--- src/dsc_pkg.sv ---
// Shared types, constants and helper functions of the drowsiness status classifier.
package dsc_pkg;

  localparam int CoordBitsDef = 15;
  localparam int InCoordW     = 15;
  localparam int NumPoints    = 20;
  localparam int PidxW        = 5;
  localparam int NumDist      = 10;
  localparam int SelW         = 4;
  localparam int RatioW       = 18;
  localparam int FracBits     = 16;
  localparam int AngleW       = 17;
  localparam int LimitW       = 16;
  localparam int TimeW        = 32;
  localparam int BlinkW       = 16;
  localparam int StatusW      = 3;
  localparam int CfgAddrW     = 3;
  localparam int CfgDataW     = 18;
  localparam int InTdataW     = 104;
  localparam int OutTdataW    = 56;

  localparam logic [RatioW-1:0] RatioMax = '1;
  localparam logic [BlinkW-1:0] BlinkMax = '1;

  localparam logic [RatioW-1:0] EarThrRst   = 18'd16384;
  localparam logic [RatioW-1:0] MarThrRst   = 18'd42598;
  localparam logic [LimitW-1:0] ClosedMsRst = 16'd1000;
  localparam logic [LimitW-1:0] YawLimRst   = 16'd6400;
  localparam logic [LimitW-1:0] PitchLimRst = 16'd5120;

  // Ceil to whole seconds: (t + 999) * Recip >> RecipShift is floor(x / 1000) here.
  localparam logic [16:0] SecRound   = 17'd999;
  localparam logic [16:0] Recip      = 17'd67109;
  localparam int          RecipShift = 26;
  localparam logic [16:0] MsPerSec   = 17'd1000;

  typedef enum logic [CfgAddrW-1:0] {
    CFG_EAR_THR   = 3'd0,
    CFG_MAR_THR   = 3'd1,
    CFG_CLOSED_MS = 3'd2,
    CFG_YAW_LIM   = 3'd3,
    CFG_PITCH_LIM = 3'd4
  } cfg_idx_t;

  typedef enum logic [StatusW-1:0] {
    ST_OK       = 3'd0,
    ST_CLOSED   = 3'd1,
    ST_YAWN     = 3'd2,
    ST_LEFT     = 3'd3,
    ST_RIGHT    = 3'd4,
    ST_DOWN     = 3'd5,
    ST_NO_LMARK = 3'd6,
    ST_NO_FACE  = 3'd7
  } status_t;

  typedef enum logic [8:0] {
    S_IDLE = 9'b000000001,
    S_CHK  = 9'b000000010,
    S_RD   = 9'b000000100,
    S_SQ   = 9'b000001000,
    S_RTI  = 9'b000010000,
    S_ROOT = 9'b000100000,
    S_DIV  = 9'b001000000,
    S_DIVW = 9'b010000000,
    S_OUT  = 9'b100000000
  } state_t;

  typedef struct packed {
    logic            pt_wr;
    logic            frame_ld;
    logic            rd_go;
    logic            sq_go;
    logic            root_go;
    logic            div_go;
    logic            decide;
    logic [SelW-1:0] sel;
  } cmd_t;

  typedef struct packed {
    logic frame_ok;
    logic root_done;
    logic div_done;
    logic out_free;
  } stat_t;

  // Landmark pairs, distances 0-2 left eye, 3-5 right eye, 6-9 mouth.
  function automatic logic [PidxW-1:0] pair_a(input logic [SelW-1:0] sel);
    logic [PidxW-1:0] r;
    case (sel)
      4'd0:    r = 5'd1;
      4'd1:    r = 5'd2;
      4'd2:    r = 5'd0;
      4'd3:    r = 5'd7;
      4'd4:    r = 5'd8;
      4'd5:    r = 5'd6;
      4'd6:    r = 5'd13;
      4'd7:    r = 5'd14;
      4'd8:    r = 5'd15;
      default: r = 5'd12;
    endcase
    return r;
  endfunction

  function automatic logic [PidxW-1:0] pair_b(input logic [SelW-1:0] sel);
    logic [PidxW-1:0] r;
    case (sel)
      4'd0:    r = 5'd5;
      4'd1:    r = 5'd4;
      4'd2:    r = 5'd3;
      4'd3:    r = 5'd11;
      4'd4:    r = 5'd10;
      4'd5:    r = 5'd9;
      4'd6:    r = 5'd19;
      4'd7:    r = 5'd18;
      4'd8:    r = 5'd17;
      default: r = 5'd16;
    endcase
    return r;
  endfunction

endpackage

--- src/dsc_ctrl.sv ---
// Sequencing state machine of the drowsiness status classifier.
module dsc_ctrl (
  input  logic           clk,
  input  logic           rst_n,
  input  logic           in_tvalid,
  input  logic           in_tuser,
  output logic           in_tready,
  input  dsc_pkg::stat_t st,
  output dsc_pkg::cmd_t  cmd
);
  import dsc_pkg::*;

  localparam logic [SelW-1:0] LastDist = SelW'(NumDist - 1);
  localparam logic [SelW-1:0] LastDiv  = 4'd2;

  state_t          state_r, state_nxt;
  logic [SelW-1:0] sel_r, sel_nxt;
  logic            accept;

  assign in_tready = (state_r == S_IDLE);
  assign accept    = in_tvalid && in_tready;

  always_comb begin
    state_nxt    = state_r;
    sel_nxt      = sel_r;
    cmd          = '0;
    cmd.sel      = sel_r;
    cmd.pt_wr    = accept && !in_tuser;
    cmd.frame_ld = accept && in_tuser;
    unique case (state_r)
      S_IDLE: begin
        if (accept && in_tuser) state_nxt = S_CHK;
      end
      S_CHK: begin
        sel_nxt   = '0;
        state_nxt = st.frame_ok ? S_RD : S_OUT;
      end
      S_RD: begin
        cmd.rd_go = 1'b1;
        state_nxt = S_SQ;
      end
      S_SQ: begin
        cmd.sq_go = 1'b1;
        state_nxt = S_RTI;
      end
      S_RTI: begin
        cmd.root_go = 1'b1;
        state_nxt   = S_ROOT;
      end
      S_ROOT: begin
        if (st.root_done) begin
          if (sel_r == LastDist) begin
            sel_nxt   = '0;
            state_nxt = S_DIV;
          end else begin
            sel_nxt   = sel_r + 1'b1;
            state_nxt = S_RD;
          end
        end
      end
      S_DIV: begin
        cmd.div_go = 1'b1;
        state_nxt  = S_DIVW;
      end
      S_DIVW: begin
        if (st.div_done) begin
          if (sel_r == LastDiv) begin
            state_nxt = S_OUT;
          end else begin
            sel_nxt   = sel_r + 1'b1;
            state_nxt = S_DIV;
          end
        end
      end
      S_OUT: begin
        if (st.out_free) begin
          cmd.decide = 1'b1;
          state_nxt  = S_IDLE;
        end
      end
      default: state_nxt = S_IDLE;
    endcase
  end

  always_ff @(posedge clk) begin
    if (!rst_n) begin
      state_r <= S_IDLE;
      sel_r   <= '0;
    end else begin
      state_r <= state_nxt;
      sel_r   <= sel_nxt;
    end
  end

endmodule

--- src/dsc_dp.sv ---
// Datapath: landmark memory, distance root unit, ratio divider and status decision.
module dsc_dp #(
  parameter int COORD_BITS = dsc_pkg::CoordBitsDef
) (
  input  logic                             clk,
  input  logic                             rst_n,
  input  dsc_pkg::cmd_t                    cmd,
  output dsc_pkg::stat_t                   st,
  input  logic                             cfg_we,
  input  logic [dsc_pkg::CfgAddrW-1:0]     cfg_addr,
  input  logic [dsc_pkg::CfgDataW-1:0]     cfg_wdata,
  input  logic [dsc_pkg::PidxW-1:0]        point_index,
  input  logic [dsc_pkg::InCoordW-1:0]     point_x,
  input  logic [dsc_pkg::InCoordW-1:0]     point_y,
  input  logic                             face_found,
  input  logic                             landmarks_found,
  input  logic signed [dsc_pkg::AngleW-1:0] pitch_angle,
  input  logic signed [dsc_pkg::AngleW-1:0] yaw_angle,
  input  logic [dsc_pkg::TimeW-1:0]        frame_time_ms,
  input  logic                             out_tready,
  output logic                             out_valid,
  output logic [dsc_pkg::StatusW-1:0]      status_code,
  output logic [dsc_pkg::BlinkW-1:0]       blink_total,
  output logic [dsc_pkg::RatioW-1:0]       eye_ratio,
  output logic [dsc_pkg::RatioW-1:0]       mouth_ratio
);
  import dsc_pkg::*;

  localparam int CB   = COORD_BITS;
  localparam int RW   = 2 * CB + 18;
  localparam int DW   = RW / 2;
  localparam int NUMW = DW + 2;
  localparam int DENW = DW + 2;
  localparam int RCW  = $clog2(DW + 1);
  localparam logic [RCW-1:0] RootLast = RCW'(DW - 1);
  localparam logic [4:0]     DivLast  = 5'(RatioW - 1);

  // Configuration registers.
  logic [RatioW-1:0] ear_thr_r, mar_thr_r;
  logic [LimitW-1:0] closed_ms_r, yaw_lim_r, pitch_lim_r;

  always_ff @(posedge clk) begin
    if (!rst_n) begin
      ear_thr_r   <= EarThrRst;
      mar_thr_r   <= MarThrRst;
      closed_ms_r <= ClosedMsRst;
      yaw_lim_r   <= YawLimRst;
      pitch_lim_r <= PitchLimRst;
    end else if (cfg_we) begin
      unique case (cfg_addr)
        CFG_EAR_THR:   ear_thr_r   <= cfg_wdata;
        CFG_MAR_THR:   mar_thr_r   <= cfg_wdata;
        CFG_CLOSED_MS: closed_ms_r <= cfg_wdata[LimitW-1:0];
        CFG_YAW_LIM:   yaw_lim_r   <= cfg_wdata[LimitW-1:0];
        CFG_PITCH_LIM: pitch_lim_r <= cfg_wdata[LimitW-1:0];
        default: ;
      endcase
    end
  end

  // Closure time rounded up to whole seconds, kept up to date from the register.
  logic [33:0] sec_prod;
  logic [6:0]  sec_r;
  logic [16:0] thr_ms_r;
  assign sec_prod = 34'({1'b0, closed_ms_r} + SecRound) * 34'(Recip);
  always_ff @(posedge clk) begin
    sec_r    <= sec_prod[RecipShift+6:RecipShift];
    thr_ms_r <= 17'(17'(sec_r) * MsPerSec);
  end

  // Landmark memory, {y, x} per entry.
  logic [2*CB-1:0] mem [NumPoints];
  logic [2*CB-1:0] rda_r, rdb_r;
  always_ff @(posedge clk) begin
    if (cmd.pt_wr && (point_index < PidxW'(NumPoints)))
      mem[point_index] <= {CB'(point_y), CB'(point_x)};
    if (cmd.rd_go) begin
      rda_r <= mem[pair_a(cmd.sel)];
      rdb_r <= mem[pair_b(cmd.sel)];
    end
  end

  // Squared distance.
  logic [CB-1:0]   ax, ay, bx, by, dx, dy;
  logic [2*CB:0]   sum_r;
  assign ax = rda_r[CB-1:0];
  assign ay = rda_r[2*CB-1:CB];
  assign bx = rdb_r[CB-1:0];
  assign by = rdb_r[2*CB-1:CB];
  assign dx = (ax > bx) ? ax - bx : bx - ax;
  assign dy = (ay > by) ? ay - by : by - ay;
  always_ff @(posedge clk) begin
    if (cmd.sq_go) sum_r <= (2*CB+1)'(dx * dx) + (2*CB+1)'(dy * dy);
  end

  // Bit-by-bit square root, one result bit per cycle.
  logic [RW-1:0]  v_r, res_r, bit_r, trial;
  logic [RW-1:0]  v_nxt, res_nxt;
  logic [RCW-1:0] rcnt_r;
  logic           root_busy_r;
  logic [DW-1:0]  dist_r [NumDist];

  assign trial = res_r + bit_r;
  always_comb begin
    if (v_r >= trial) begin
      v_nxt   = v_r - trial;
      res_nxt = (res_r >> 1) + bit_r;
    end else begin
      v_nxt   = v_r;
      res_nxt = res_r >> 1;
    end
  end
  assign st.root_done = root_busy_r && (rcnt_r == RootLast);

  always_ff @(posedge clk) begin
    if (!rst_n) begin
      root_busy_r <= 1'b0;
    end else if (cmd.root_go) begin
      root_busy_r <= 1'b1;
    end else if (st.root_done) begin
      root_busy_r <= 1'b0;
    end
  end

  always_ff @(posedge clk) begin
    if (cmd.root_go) begin
      v_r    <= RW'({sum_r, 16'b0});
      res_r  <= '0;
      bit_r  <= RW'(1) << (RW - 2);
      rcnt_r <= '0;
    end else if (root_busy_r) begin
      v_r    <= v_nxt;
      res_r  <= res_nxt;
      bit_r  <= bit_r >> 2;
      rcnt_r <= rcnt_r + 1'b1;
      if (st.root_done) dist_r[cmd.sel] <= res_nxt[DW-1:0];
    end
  end

  // Ratio divider: restoring, one quotient bit per cycle, saturating.
  logic [NUMW-1:0] num;
  logic [DENW-1:0] den;
  logic [DENW:0]   rem_r, rtrial;
  logic [RatioW-1:0] nsh_r, q_r, q_nxt;
  logic [4:0]      dcnt_r;
  logic            div_busy_r, sat_r;
  logic [RatioW-1:0] ratio_r [3];

  always_comb begin
    case (cmd.sel)
      4'd0: begin
        num = NUMW'(dist_r[0]) + NUMW'(dist_r[1]);
        den = DENW'({dist_r[2], 1'b0});
      end
      4'd1: begin
        num = NUMW'(dist_r[3]) + NUMW'(dist_r[4]);
        den = DENW'({dist_r[5], 1'b0});
      end
      default: begin
        num = NUMW'(dist_r[6]) + NUMW'(dist_r[7]) + NUMW'(dist_r[8]);
        den = DENW'(dist_r[9]) + DENW'({dist_r[9], 1'b0});
      end
    endcase
  end

  assign rtrial = {rem_r[DENW-1:0], nsh_r[RatioW-1]};
  always_comb begin
    if (rtrial >= (DENW+1)'(den)) q_nxt = {q_r[RatioW-2:0], 1'b1};
    else                          q_nxt = {q_r[RatioW-2:0], 1'b0};
  end
  assign st.div_done = div_busy_r && (dcnt_r == DivLast);

  always_ff @(posedge clk) begin
    if (!rst_n) begin
      div_busy_r <= 1'b0;
    end else if (cmd.div_go) begin
      div_busy_r <= 1'b1;
    end else if (st.div_done) begin
      div_busy_r <= 1'b0;
    end
  end

  always_ff @(posedge clk) begin
    if (cmd.div_go) begin
      // Quotient needs more than 18 bits when num >= 4 * den.
      sat_r  <= (den == '0) || ((NUMW+2)'(num) >= {den, 2'b0});
      rem_r  <= (DENW+1)'(num >> 2);
      nsh_r  <= {num[1:0], 16'b0};
      q_r    <= '0;
      dcnt_r <= '0;
    end else if (div_busy_r) begin
      rem_r  <= (rtrial >= (DENW+1)'(den)) ? rtrial - (DENW+1)'(den) : rtrial;
      nsh_r  <= nsh_r << 1;
      q_r    <= q_nxt;
      dcnt_r <= dcnt_r + 1'b1;
      if (st.div_done) ratio_r[cmd.sel[1:0]] <= sat_r ? RatioMax : q_nxt;
    end
  end

  // Frame-end fields.
  logic                     face_r, lmark_r;
  logic signed [AngleW-1:0] pitch_r, yaw_r;
  logic [TimeW-1:0]         now_r;
  always_ff @(posedge clk) begin
    if (cmd.frame_ld) begin
      face_r  <= face_found;
      lmark_r <= landmarks_found;
      pitch_r <= pitch_angle;
      yaw_r   <= yaw_angle;
      now_r   <= frame_time_ms;
    end
  end
  assign st.frame_ok = face_r && lmark_r;

  // Decision and closure tracking.
  logic              eyes_shut_r;
  logic [TimeW-1:0]  shut_since_r, elapsed;
  logic [BlinkW-1:0] blink_r;
  logic [RatioW:0]   ear_sum;
  logic [RatioW-1:0] ear;
  logic              closed, alert;
  logic signed [AngleW:0] yaw_ext, pitch_ext, ylim, plim;
  status_t           status;

  assign ear_sum   = {1'b0, ratio_r[0]} + {1'b0, ratio_r[1]};
  assign ear       = ear_sum[RatioW:1];
  assign closed    = ear < ear_thr_r;
  assign elapsed   = now_r - shut_since_r;
  assign alert     = elapsed >= TimeW'(thr_ms_r);
  assign yaw_ext   = {yaw_r[AngleW-1], yaw_r};
  assign pitch_ext = {pitch_r[AngleW-1], pitch_r};
  assign ylim      = {2'b00, yaw_lim_r};
  assign plim      = {2'b00, pitch_lim_r};

  always_comb begin
    status = ST_OK;
    if (!face_r) begin
      status = ST_NO_FACE;
    end else if (!lmark_r) begin
      status = ST_NO_LMARK;
    end else begin
      if (closed && eyes_shut_r && alert) status = ST_CLOSED;
      if (ratio_r[2] > mar_thr_r)         status = ST_YAWN;
      if (yaw_ext > ylim)                 status = ST_LEFT;
      else if (yaw_ext < -ylim)           status = ST_RIGHT;
      else if (pitch_ext > plim)          status = ST_DOWN;
    end
  end

  logic [BlinkW-1:0] blink_nxt;
  always_comb begin
    blink_nxt = blink_r;
    if (st.frame_ok && !closed && eyes_shut_r && (blink_r != BlinkMax))
      blink_nxt = blink_r + 1'b1;
  end

  always_ff @(posedge clk) begin
    if (!rst_n) begin
      eyes_shut_r  <= 1'b0;
      shut_since_r <= '0;
      blink_r      <= '0;
    end else if (cmd.decide && st.frame_ok) begin
      blink_r <= blink_nxt;
      if (closed) begin
        if (!eyes_shut_r) begin
          shut_since_r <= now_r;
          eyes_shut_r  <= 1'b1;
        end
      end else begin
        eyes_shut_r <= 1'b0;
      end
    end
  end

  // Output register.
  logic out_valid_r;
  assign st.out_free = !out_valid_r || out_tready;
  assign out_valid   = out_valid_r;

  always_ff @(posedge clk) begin
    if (!rst_n) begin
      out_valid_r <= 1'b0;
    end else if (cmd.decide) begin
      out_valid_r <= 1'b1;
    end else if (out_tready) begin
      out_valid_r <= 1'b0;
    end
  end

  always_ff @(posedge clk) begin
    if (cmd.decide) begin
      status_code <= status;
      blink_total <= blink_nxt;
      eye_ratio   <= st.frame_ok ? ear : '0;
      mouth_ratio <= st.frame_ok ? ratio_r[2] : '0;
    end
  end

endmodule

--- src/drowsiness_status_classifier_unit.sv ---
// A landmark beat is written to the landmark memory when accepted; a frame-end beat gives
// its result after the ten distances, the three ratios and a free output register.
// Throughput: one landmark beat per cycle while idle; frame-end beats one at a time, set
// by the shared one-bit-per-cycle square root unit (ten distances) and the 18-step divider.
// Reset (synchronous, rst_n low) restores the threshold registers, clears the eye
// closure state and blink count and empties the output register.
module drowsiness_status_classifier_unit #(
  parameter int COORD_BITS = dsc_pkg::CoordBitsDef
) (
  input  logic                            clk,
  input  logic                            rst_n,
  input  logic                            in_tvalid,
  output logic                            in_tready,
  // tdata: point_index, point_x, point_y, face_found, landmarks_found,
  //        pitch_angle, yaw_angle, frame_time_ms, zero pad
  input  logic [dsc_pkg::InTdataW-1:0]    in_tdata,
  // tuser: kind
  input  logic                            in_tuser,
  output logic                            out_tvalid,
  input  logic                            out_tready,
  // tdata: status_code, blink_total, eye_ratio, mouth_ratio, zero pad
  output logic [dsc_pkg::OutTdataW-1:0]   out_tdata,
  input  logic                            cfg_we,
  input  logic [dsc_pkg::CfgAddrW-1:0]    cfg_addr,
  input  logic [dsc_pkg::CfgDataW-1:0]    cfg_wdata
);
  import dsc_pkg::*;

  cmd_t  cmd;
  stat_t st;

  logic [StatusW-1:0] status_code;
  logic [BlinkW-1:0]  blink_total;
  logic [RatioW-1:0]  eye_ratio, mouth_ratio;

  dsc_ctrl u_ctrl (
    .clk       (clk),
    .rst_n     (rst_n),
    .in_tvalid (in_tvalid),
    .in_tuser  (in_tuser),
    .in_tready (in_tready),
    .st        (st),
    .cmd       (cmd)
  );

  dsc_dp #(
    .COORD_BITS (COORD_BITS)
  ) u_dp (
    .clk             (clk),
    .rst_n           (rst_n),
    .cmd             (cmd),
    .st              (st),
    .cfg_we          (cfg_we),
    .cfg_addr        (cfg_addr),
    .cfg_wdata       (cfg_wdata),
    .point_index     (in_tdata[4:0]),
    .point_x         (in_tdata[19:5]),
    .point_y         (in_tdata[34:20]),
    .face_found      (in_tdata[35]),
    .landmarks_found (in_tdata[36]),
    .pitch_angle     (in_tdata[53:37]),
    .yaw_angle       (in_tdata[70:54]),
    .frame_time_ms   (in_tdata[102:71]),
    .out_tready      (out_tready),
    .out_valid       (out_tvalid),
    .status_code     (status_code),
    .blink_total     (blink_total),
    .eye_ratio       (eye_ratio),
    .mouth_ratio     (mouth_ratio)
  );

  assign out_tdata = {1'b0, mouth_ratio, eye_ratio, blink_total, status_code};

endmodule

--- config.mk ---
export PLATFORM = sky130hd
export DESIGN_NAME = drowsiness_status_classifier_unit
export DESIGN_NICKNAME = d
export VERILOG_FILES = /design/src/dsc_pkg.sv /design/src/dsc_ctrl.sv /design/src/dsc_dp.sv /design/src/drowsiness_status_classifier_unit.sv
export SDC_FILE = /design/constraint.sdc
export NUM_CORES = 2
export LEC_CHECK = 0
export CAP_MARGIN = 10
export CORE_MARGIN = 2
export CORE_UTILIZATION = 60
export DETAILED_ROUTE_END_ITERATION = 12
export DONT_BUFFER_PORTS = 1
export GPL_TIMING_DRIVEN = 0
export HOLD_SLACK_MARGIN = 0.12
export PLACE_DENSITY = 0.82
export SLEW_MARGIN = 25
export SYNTH_ARGS = -nofsm -noshare
export SYNTH_HDL_FRONTEND = slang
export SYNTH_HIERARCHICAL = 1
export SYNTH_SLANG_ARGS = --single-unit
export TNS_END_PERCENT = 100
--- constraint.sdc ---
create_clock -name clk -period 22 [get_ports clk]
set_clock_uncertainty 0.05 [all_clocks]
set_input_delay 2.2 -clock clk [delete_from_list [all_inputs] [get_ports clk]]
set_output_delay 2.2 -clock clk [all_outputs]
set_load 0.05 [all_outputs]
# Yosys cells after proc, flatten, opt, wreduce, memory -nomap -nowiden
# Memory sizes are Yosys's and may differ from the RTL's. A register that Yosys moved wholly into a read port is not among the register bits.
# Index checks and enable logic that the tools add are counted.
dict set report word_totals {
  reg_bits 500
  ramBits 894
  romBits 144
  out_inout_bits 58
  memories 5
}
# name depth word_bits read_ports rd_ports_with_merged_regs write_ports line
set memory_table {}
lappend memory_table {u_dp.mem 20 30 2 2 1 dsc_dp.sv:72} ;# logic [2*CB-1:0] mem [NumPoints];
lappend memory_table {u_dp.dist_r 10 24 10 0 1 dsc_dp.sv:101} ;# logic [DW-1:0] dist_r [NumDist];
lappend memory_table {{(name not given)} 16 5 1 1 0 dsc_pkg.sv:106} ;# case (sel)
lappend memory_table {{(name not given)} 16 4 1 1 0 dsc_pkg.sv:89} ;# case (sel)
lappend memory_table {u_dp.ratio_r 3 18 3 0 1 dsc_dp.sv:147} ;# logic [RatioW-1:0] ratio_r [3];
dict set report op_classes {
  n_addsub 22
  multipliers 4
  order_cmp 12
  eq_ne 24
  mux 64
  bitwise_logic 3
  reduce_logical 40
}
# op count
set ops {}
lappend ops {{two-way mux 47 bit} 3}
lappend ops {{one-hot mux 26 bit (2 select lines)} 2}
lappend ops {{one-hot mux 9 bit (9 select lines)} 1}
lappend ops {{adder 24 x 24 -> 25 bit} 3}
lappend ops {{multiplier 15 x 15 -> 30 bit} 2}
lappend ops {{subtractor 15 bit} 4}
lappend ops {{two-way mux 18 bit} 3}
lappend ops {{two-way mux 9 bit} 6}
lappend ops {{adder 47 x 47 -> 48 bit} 1}
lappend ops {{adder 48 x 47 -> 48 bit} 1}
lappend ops {{>= comparator 48 bit} 1}
lappend ops {{two-way mux 24 bit} 2}
lappend ops {{two-way mux 48 bit} 1}
lappend ops {{subtractor 48 bit} 1}
lappend ops {{greater-than comparator 17 bit} 2}
lappend ops {{multiplier 34 x 17 -> 33 bit, second input constant} 1}
lappend ops {{>= comparator 32 x 17 -> 1 bit} 1}
lappend ops {{two-way mux 4 bit} 8}
lappend ops {{subtractor 32 bit} 1}
lappend ops {{adder 30 x 30 -> 31 bit} 1}
lappend ops {{greater-than comparator 15 bit} 2}
lappend ops {{two-way mux 15 bit} 2}
lappend ops {{>= comparator 26 x 28 -> 1 bit} 1}
lappend ops {{>= comparator 27 x 26 -> 1 bit} 1}
lappend ops {{53 further kinds} 118}

# Logic depth before layout (Yosys ltp)
# An unclocked memory read counts as a cell.
dict set report depth {
  word_depth 11
  ltp_mapped 43
}

# Modules after synthesis
# Netlist, hierarchy kept.
# module instances cells_per_inst area_per_inst_um2 seq_area_each_um2
set modules_own_cells {}
lappend modules_own_cells {dsc_dp 1 9195 95038.6 40518.9}
lappend modules_own_cells {dsc_ctrl 1 117 948.4 260.2}
lappend modules_own_cells {drowsiness_status_classifier_unit 1 2 11.3 0.0}

# Least setup slack after synthesis
# OpenSTA, ideal clock, no wires.
dict set report synth_path {
  path_type {reg2reg}
  start {register u_dp.rda_r[1], read port of u_dp.mem}
  end {register u_dp.sum_r[30] (data pin)}
  t_arrival_ps 9682
  slack_ps 12008
  stages_incl_launch_ff 41
  cell_sequence {edfxtp_1 > inv_1 > ha_1 > nor2b_1 > o31a_1 > a221oi_2 > o2bb2ai_1 > o21ai_1 > a31oi_1 > o21a_1 > buf_4 > buf_4 > mux2_2 > xnor2_1 > buf_2 > nand2_1 > fa_1 > inv_1 > [5 not listed] > inv_1 > fa_1 > fa_1 > fa_1 > fa_1 > inv_1 > ha_1 > a21o_1 > a21o_1 > a21oi_1 > nor2_1 > a211o_1 > or4_1 > a31oi_1 > o41ai_1 > a211o_1 > a21oi_1 > xnor2_1}
}
dict set report synth_between {
  elab_chain_cells 4
}
# element line
set synth_lines {}
lappend synth_lines {{start: declaration} dsc_dp.sv:73} ;# logic [2*CB-1:0] rda_r, rdb_r;
lappend synth_lines {{subtractor 15 bit / greater-than comparator 15 bit (equally long branches)} dsc_dp.sv:90} ;# assign dx = (ax > bx) ? ax - bx : bx - ax;
lappend synth_lines {{two-way mux 15 bit *} dsc_dp.sv:90}
lappend synth_lines {{multiplier 15 x 15 -> 30 bit *} dsc_dp.sv:93} ;# if (cmd.sq_go) sum_r <= (2*CB+1)'(dx * dx) + (2*CB+1)'(dy * dy);
lappend synth_lines {{adder 30 x 30 -> 31 bit *} dsc_dp.sv:93}
lappend synth_lines {{end signal: assignment} dsc_dp.sv:93}
lappend synth_lines {{end: declaration} dsc_dp.sv:85} ;# logic [2*CB:0] sum_r;
# Every way passes the cells marked *; elsewhere a longest branch is shown, timed or not.
# A chain may end at the register's enable or synchronous reset.

# Worst setup path after layout
dict set report layout_path {
  start {register u_dp.rdb_r[15], read port of u_dp.mem}
  end {register u_dp.sum_r[27] (data pin)}
}
dict set report layout_between {
  elab_chain_cells 4
}
# element line
set layout_lines {}
lappend layout_lines {{start: declaration} dsc_dp.sv:73}
lappend layout_lines {{subtractor 15 bit / greater-than comparator 15 bit (equally long branches)} dsc_dp.sv:91} ;# assign dy = (ay > by) ? ay - by : by - ay;
lappend layout_lines {{two-way mux 15 bit *} dsc_dp.sv:91}
lappend layout_lines {{multiplier 15 x 15 -> 30 bit *} dsc_dp.sv:93}
lappend layout_lines {{adder 30 x 30 -> 31 bit *} dsc_dp.sv:93}
# Marked as above.

==> metrics.md <==
| Metric | Value |
|---|---|
| CTS Buf Count | 153 |
| I/O pin cnt | 189 |
| TritonCTS clock tree | yes |
| Switching power | 1714 uW |
| # setup viols final | 0 |
| Final net count | 10,880 |
| Slew headroom | 0.2116 |
| Postcts setup bufs | 0 |
| Post-route ant nets | 0 |
| Routed wire length | 276,800 um |
| GRT Residual Overflow | 0 |
| Via count | 75,090 |
| Mean Syn Cell Area | 10.31 um^2 |
| Outcome | finished clean |
| Clk pin slew, worst setup/hold paths | 60 ps |
| IR drop worst, VDD | 84.80 uV |
| First-pass GRT wire length | 422,300 um |
| Row Count | 146 |
| Top FF cell, synth | edfxtp_1 |
| Syn Nets | 10,670 |
| Final core occ | 0.6604 |
| Hold_ws | 418.3 ps |
| Syn Inst Count | 9,314 |
| # hold bufs at CTS | 0 |
| FMAX | 83.22 MHz |
| Worst setup EP type | register |
| Vias in the first global route | 74,220 |
| Crit-path most repeated cell | fa_1 |
| Library cells used by synthesis | 125 |
| TritonRoute pass-1 iters | 6 |
| Die Ht | 404.0 um |
| DIE WIDTH | 404.0 um |
| Core footprint | 158,600 um^2 |
| Final RePlAce weighted congestion | 0.9942 |
| P_int | 4938 uW |
| DRC | 0 |
| Crit Path Category | register to register |
| Final hold vios | 0 |
| DP Area | 99,550 um^2 |
| Yosys warning count | 6 |
| Layout cell share with drive strength beyond 1 | 0.05782 |
| Largest net degree at the start of global routing | 32 |
| Via-per-instance ratio | 6.402 |
| Seq pwr share | 0.460 |
| Crit-path slowest cell | xor2_1 |
| Async S/R FF share, synth | 0 |
| Worst Tran Pin Value | 1183 ps |
| Hold Path Class | register to register |
| WL/cell | 23.60 um |
| Post-synthesis cell area | 96,000 um^2 |
| Hpwl dp | 206,100 um |
| CP required | 22,480 ps |
| Htree depth | 4 |
| Pins Over Slew Limit | 0 |
| Fin crit share | 0.5462 |
| Period minus WS final | 12,020 ps |
| Clock buffer depth | 3 |
| Setup_tns | 0 ps |
| Switching Fraction | 0.2577 |
| CP arrival | 12,490 ps |
| Delay of the slowest critical-path stage | 860 ps |
| 1st-iter DRT viols | 9,166 |
| Area growth, synth to finish | 9.073% |
| CTS root buf | clkbuf_16 |
| Total die area | 163,200 um^2 |
| Gate power share | 0.143 |
| Startpoint Class | register |
| Cell Count, Final, Fillers Out | 11,730 |
| Inst Count DP | 11,440 |
| Gr usage total | 0.3347 |
| FF+latch count, synth | 1,454 |
| Starting Density | 0.6054 |
| PD cells | 63.54 nW/um^2 |
| Finished Cell Area | 104,700 um^2 |
| Clock network fraction of design power | 0.398 |
| Static leakage | 0.04222 uW |
| Sequential area share after synthesis | 0.4248 |
| Clk sinks | 1,454 |
| CP max FO | 10 |
| RSZ-0062 raised after global routing | false |
| Number of synthesized flops with an enable pin | 1,166 |
| Initial antenna violation count | 12 |
| Post_cts resized | 0 |
| Buffers added on ports | 0 |
| Max Cap Viol | 0 |
| Worst skew pair latency | 810 ps |
==> stage by stage <==
step                worst slack (ps)  power, uW
floorplan                      12010       3804
detailed placement             10250       4047
finish                          9984       6653
CTS                            10240       6664
global route                    9335       6904
global placement               10210       4000
==> cells by family (layout without fill, tap and decap cells) <==
group | after synthesis | in the layout | share of synthesized area
other | 1 | 7 | 0.00003906
and+or+nand+nor | 2844 | 2844 | 0.1352
DFF | 1454 | 1454 | 0.4248
xor gates and xnor gates | 388 | 388 | 0.03689
AOI/OAI and AO/OA | 1918 | 1918 | 0.1377
buffers and inverters | 1289 | 1626 | 0.05185
muxes | 195 | 195 | 0.02055
adders and majority gates | 1225 | 1225 | 0.1930
==> placed cells by master, fill, tap and decap left out, types with 30 or more instances in the layout <==
master     synthesis  routed
and3_1           125     116
a21o_1           146     146
dfxtp_1          288     288
xor2_1           161     159
o211ai_1          41      41
a211oi_1         290     289
nand4_1           67      67
a22oi_1           31      31
edfxtp_1        1166    1166
fa_1             426     426
a21boi_0          77      77
clkbuf_1         342     368
inv_1            854     854
a311oi_1         104     103
o21ai_0          226     218
o31ai_1           36      36
a31oi_1          162     162
a31o_2            38      38
nor2_1           485     467
or2_2             35      35
xnor2_1          214     210
nand2_1         1333    1331
nor2b_1           90      89
and2_1           176     176
buf_2             25      30
a21oi_1          398     396
o21a_1            83      83
clkbuf_16          0     160
nand3_1          270     270
nand2b_1          61      61
nor4_1            32      31
o21ai_1           30      37
ha_1             799     799
o21bai_1          50      50
nor3_1            77      71
mux2i_1          180     180
==> critical path: cells and delay by family, from the launching register on <==
family	cells	cell delay (ps)
adder cells (fa/ha/maj)	10	4560
AO/OA/AOI/OAI	9	2690
buffers and inverters	9	1480
AND/OR/NAND/NOR	6	1350
XOR/XNOR	2	960
flip-flops	1	450
multiplexers	1	220
==> cells in the mapped netlist (16+ instances only) <==
| library cell | n | area share |
|---|---|---|
| a211oi_1 | 290 | 0.023 |
| a21boi_0 | 77 | 0.0060 |
| a21o_1 | 146 | 0.011 |
| a21oi_1 | 398 | 0.021 |
| a221oi_1 | 16 | 0.0015 |
| a22o_1 | 20 | 0.0018 |
| a22oi_1 | 31 | 0.0024 |
| a311oi_1 | 104 | 0.0095 |
| a31o_2 | 38 | 0.0035 |
| a31oi_1 | 162 | 0.011 |
| and2_1 | 176 | 0.011 |
| and3_1 | 125 | 0.0081 |
| buf_1 | 27 | 0.0011 |
| buf_2 | 25 | 0.0013 |
| clkbuf_1 | 342 | 0.013 |
| dfxtp_1 | 288 | 0.060 |
| edfxtp_1 | 1166 | 0.36 |
| fa_1 | 426 | 0.089 |
| ha_1 | 799 | 0.10 |
| inv_1 | 854 | 0.033 |
| mux2i_1 | 180 | 0.019 |
| nand2_1 | 1333 | 0.052 |
| nand2b_1 | 61 | 0.0040 |
| nand3_1 | 270 | 0.014 |
| nand4_1 | 67 | 0.0044 |
| nor2_1 | 485 | 0.019 |
| nor2b_1 | 90 | 0.0059 |
| nor3_1 | 77 | 0.0040 |
| nor4_1 | 32 | 0.0021 |
| o211ai_1 | 41 | 0.0032 |
| o21a_1 | 83 | 0.0065 |
| o21ai_0 | 226 | 0.012 |
| o21ai_1 | 30 | 0.0016 |
| o21bai_1 | 50 | 0.0039 |
| o31ai_1 | 36 | 0.0028 |
| or2_2 | 35 | 0.0023 |
| or3_1 | 23 | 0.0015 |
| xnor2_1 | 214 | 0.020 |
| xor2_1 | 161 | 0.015 |
==> final cells by class <==
class	count	area [um^2]
inverter	877	3293
fill	11740	53850
clock inverter	84	890.9
timing repair buffer	56	725.7
clock buffer	197	4223
multi-input combinational	6571	50500
sequential	1454	40780
buffer	412	1689
tap	2072	2592
antenna	6	15.01
==> worst paths after layout <==
check / from / end / slack [ps] / cells past startpoint
worst min register to register: u_dp/v_r[12]$_SDFFE_PP0P_ / u_dp/v_r[12]$_SDFFE_PP0P_ / 420 / 2
worst max register to register: u_dp/rdb_r[15]$_DFFE_PP_ / u_dp/sum_r[27]$_DFFE_PP_ / 9980 / 37
worst min-delay path: u_dp/v_r[12]$_SDFFE_PP0P_ / u_dp/v_r[12]$_SDFFE_PP0P_ / 420 / 2
worst max-delay path: u_dp/rdb_r[15]$_DFFE_PP_ / u_dp/sum_r[27]$_DFFE_PP_ / 9980 / 37
==> power groups by stage <==
stage	logic (uW)	registers [uW]	clock network [uW]
floorplan	697	3110	0
global placement	881	3120	0
detailed placement	931	3120	0
CTS	942	3060	2670
global route	1080	3060	2770
finish	948	3060	2650
==> per-layer routing <==
metal  share of wire  up-vias  GRT usage
met5         0.00028        -          0
met4           0.060       12     0.1803
met3            0.11      950    0.07394
met2            0.46     4487     0.5408
met1            0.37    36210     0.4206
li1                -    33430          -
==> state kept, by name, indices dropped and copies added (netlist names), 17 cells and up <==
| signal | flops |
|---|---|
| u_dp/mar_thr_r | 18 |
| u_dp/eye_ratio | 18 |
| u_dp/v_r | 48 |
| u_dp/ratio_r | 54 |
| u_dp/rda_r | 30 |
| u_dp/shut_since_r | 32 |
| u_dp/now_r | 32 |
| u_dp/yaw_r | 17 |
| u_dp/dist_r | 240 |
| u_dp/mouth_ratio | 18 |
| u_dp/ear_thr_r | 18 |
| u_dp/rdb_r | 30 |
| u_dp/pitch_r | 17 |
| u_dp/mem | 600 |
| u_dp/q_r | 17 |
| u_dp/res_r | 48 |
| u_dp/rem_r | 26 |
| u_dp/sum_r | 31 |
| u_dp/bit_r | 24 |
Power figures use the tool's default switching activity.
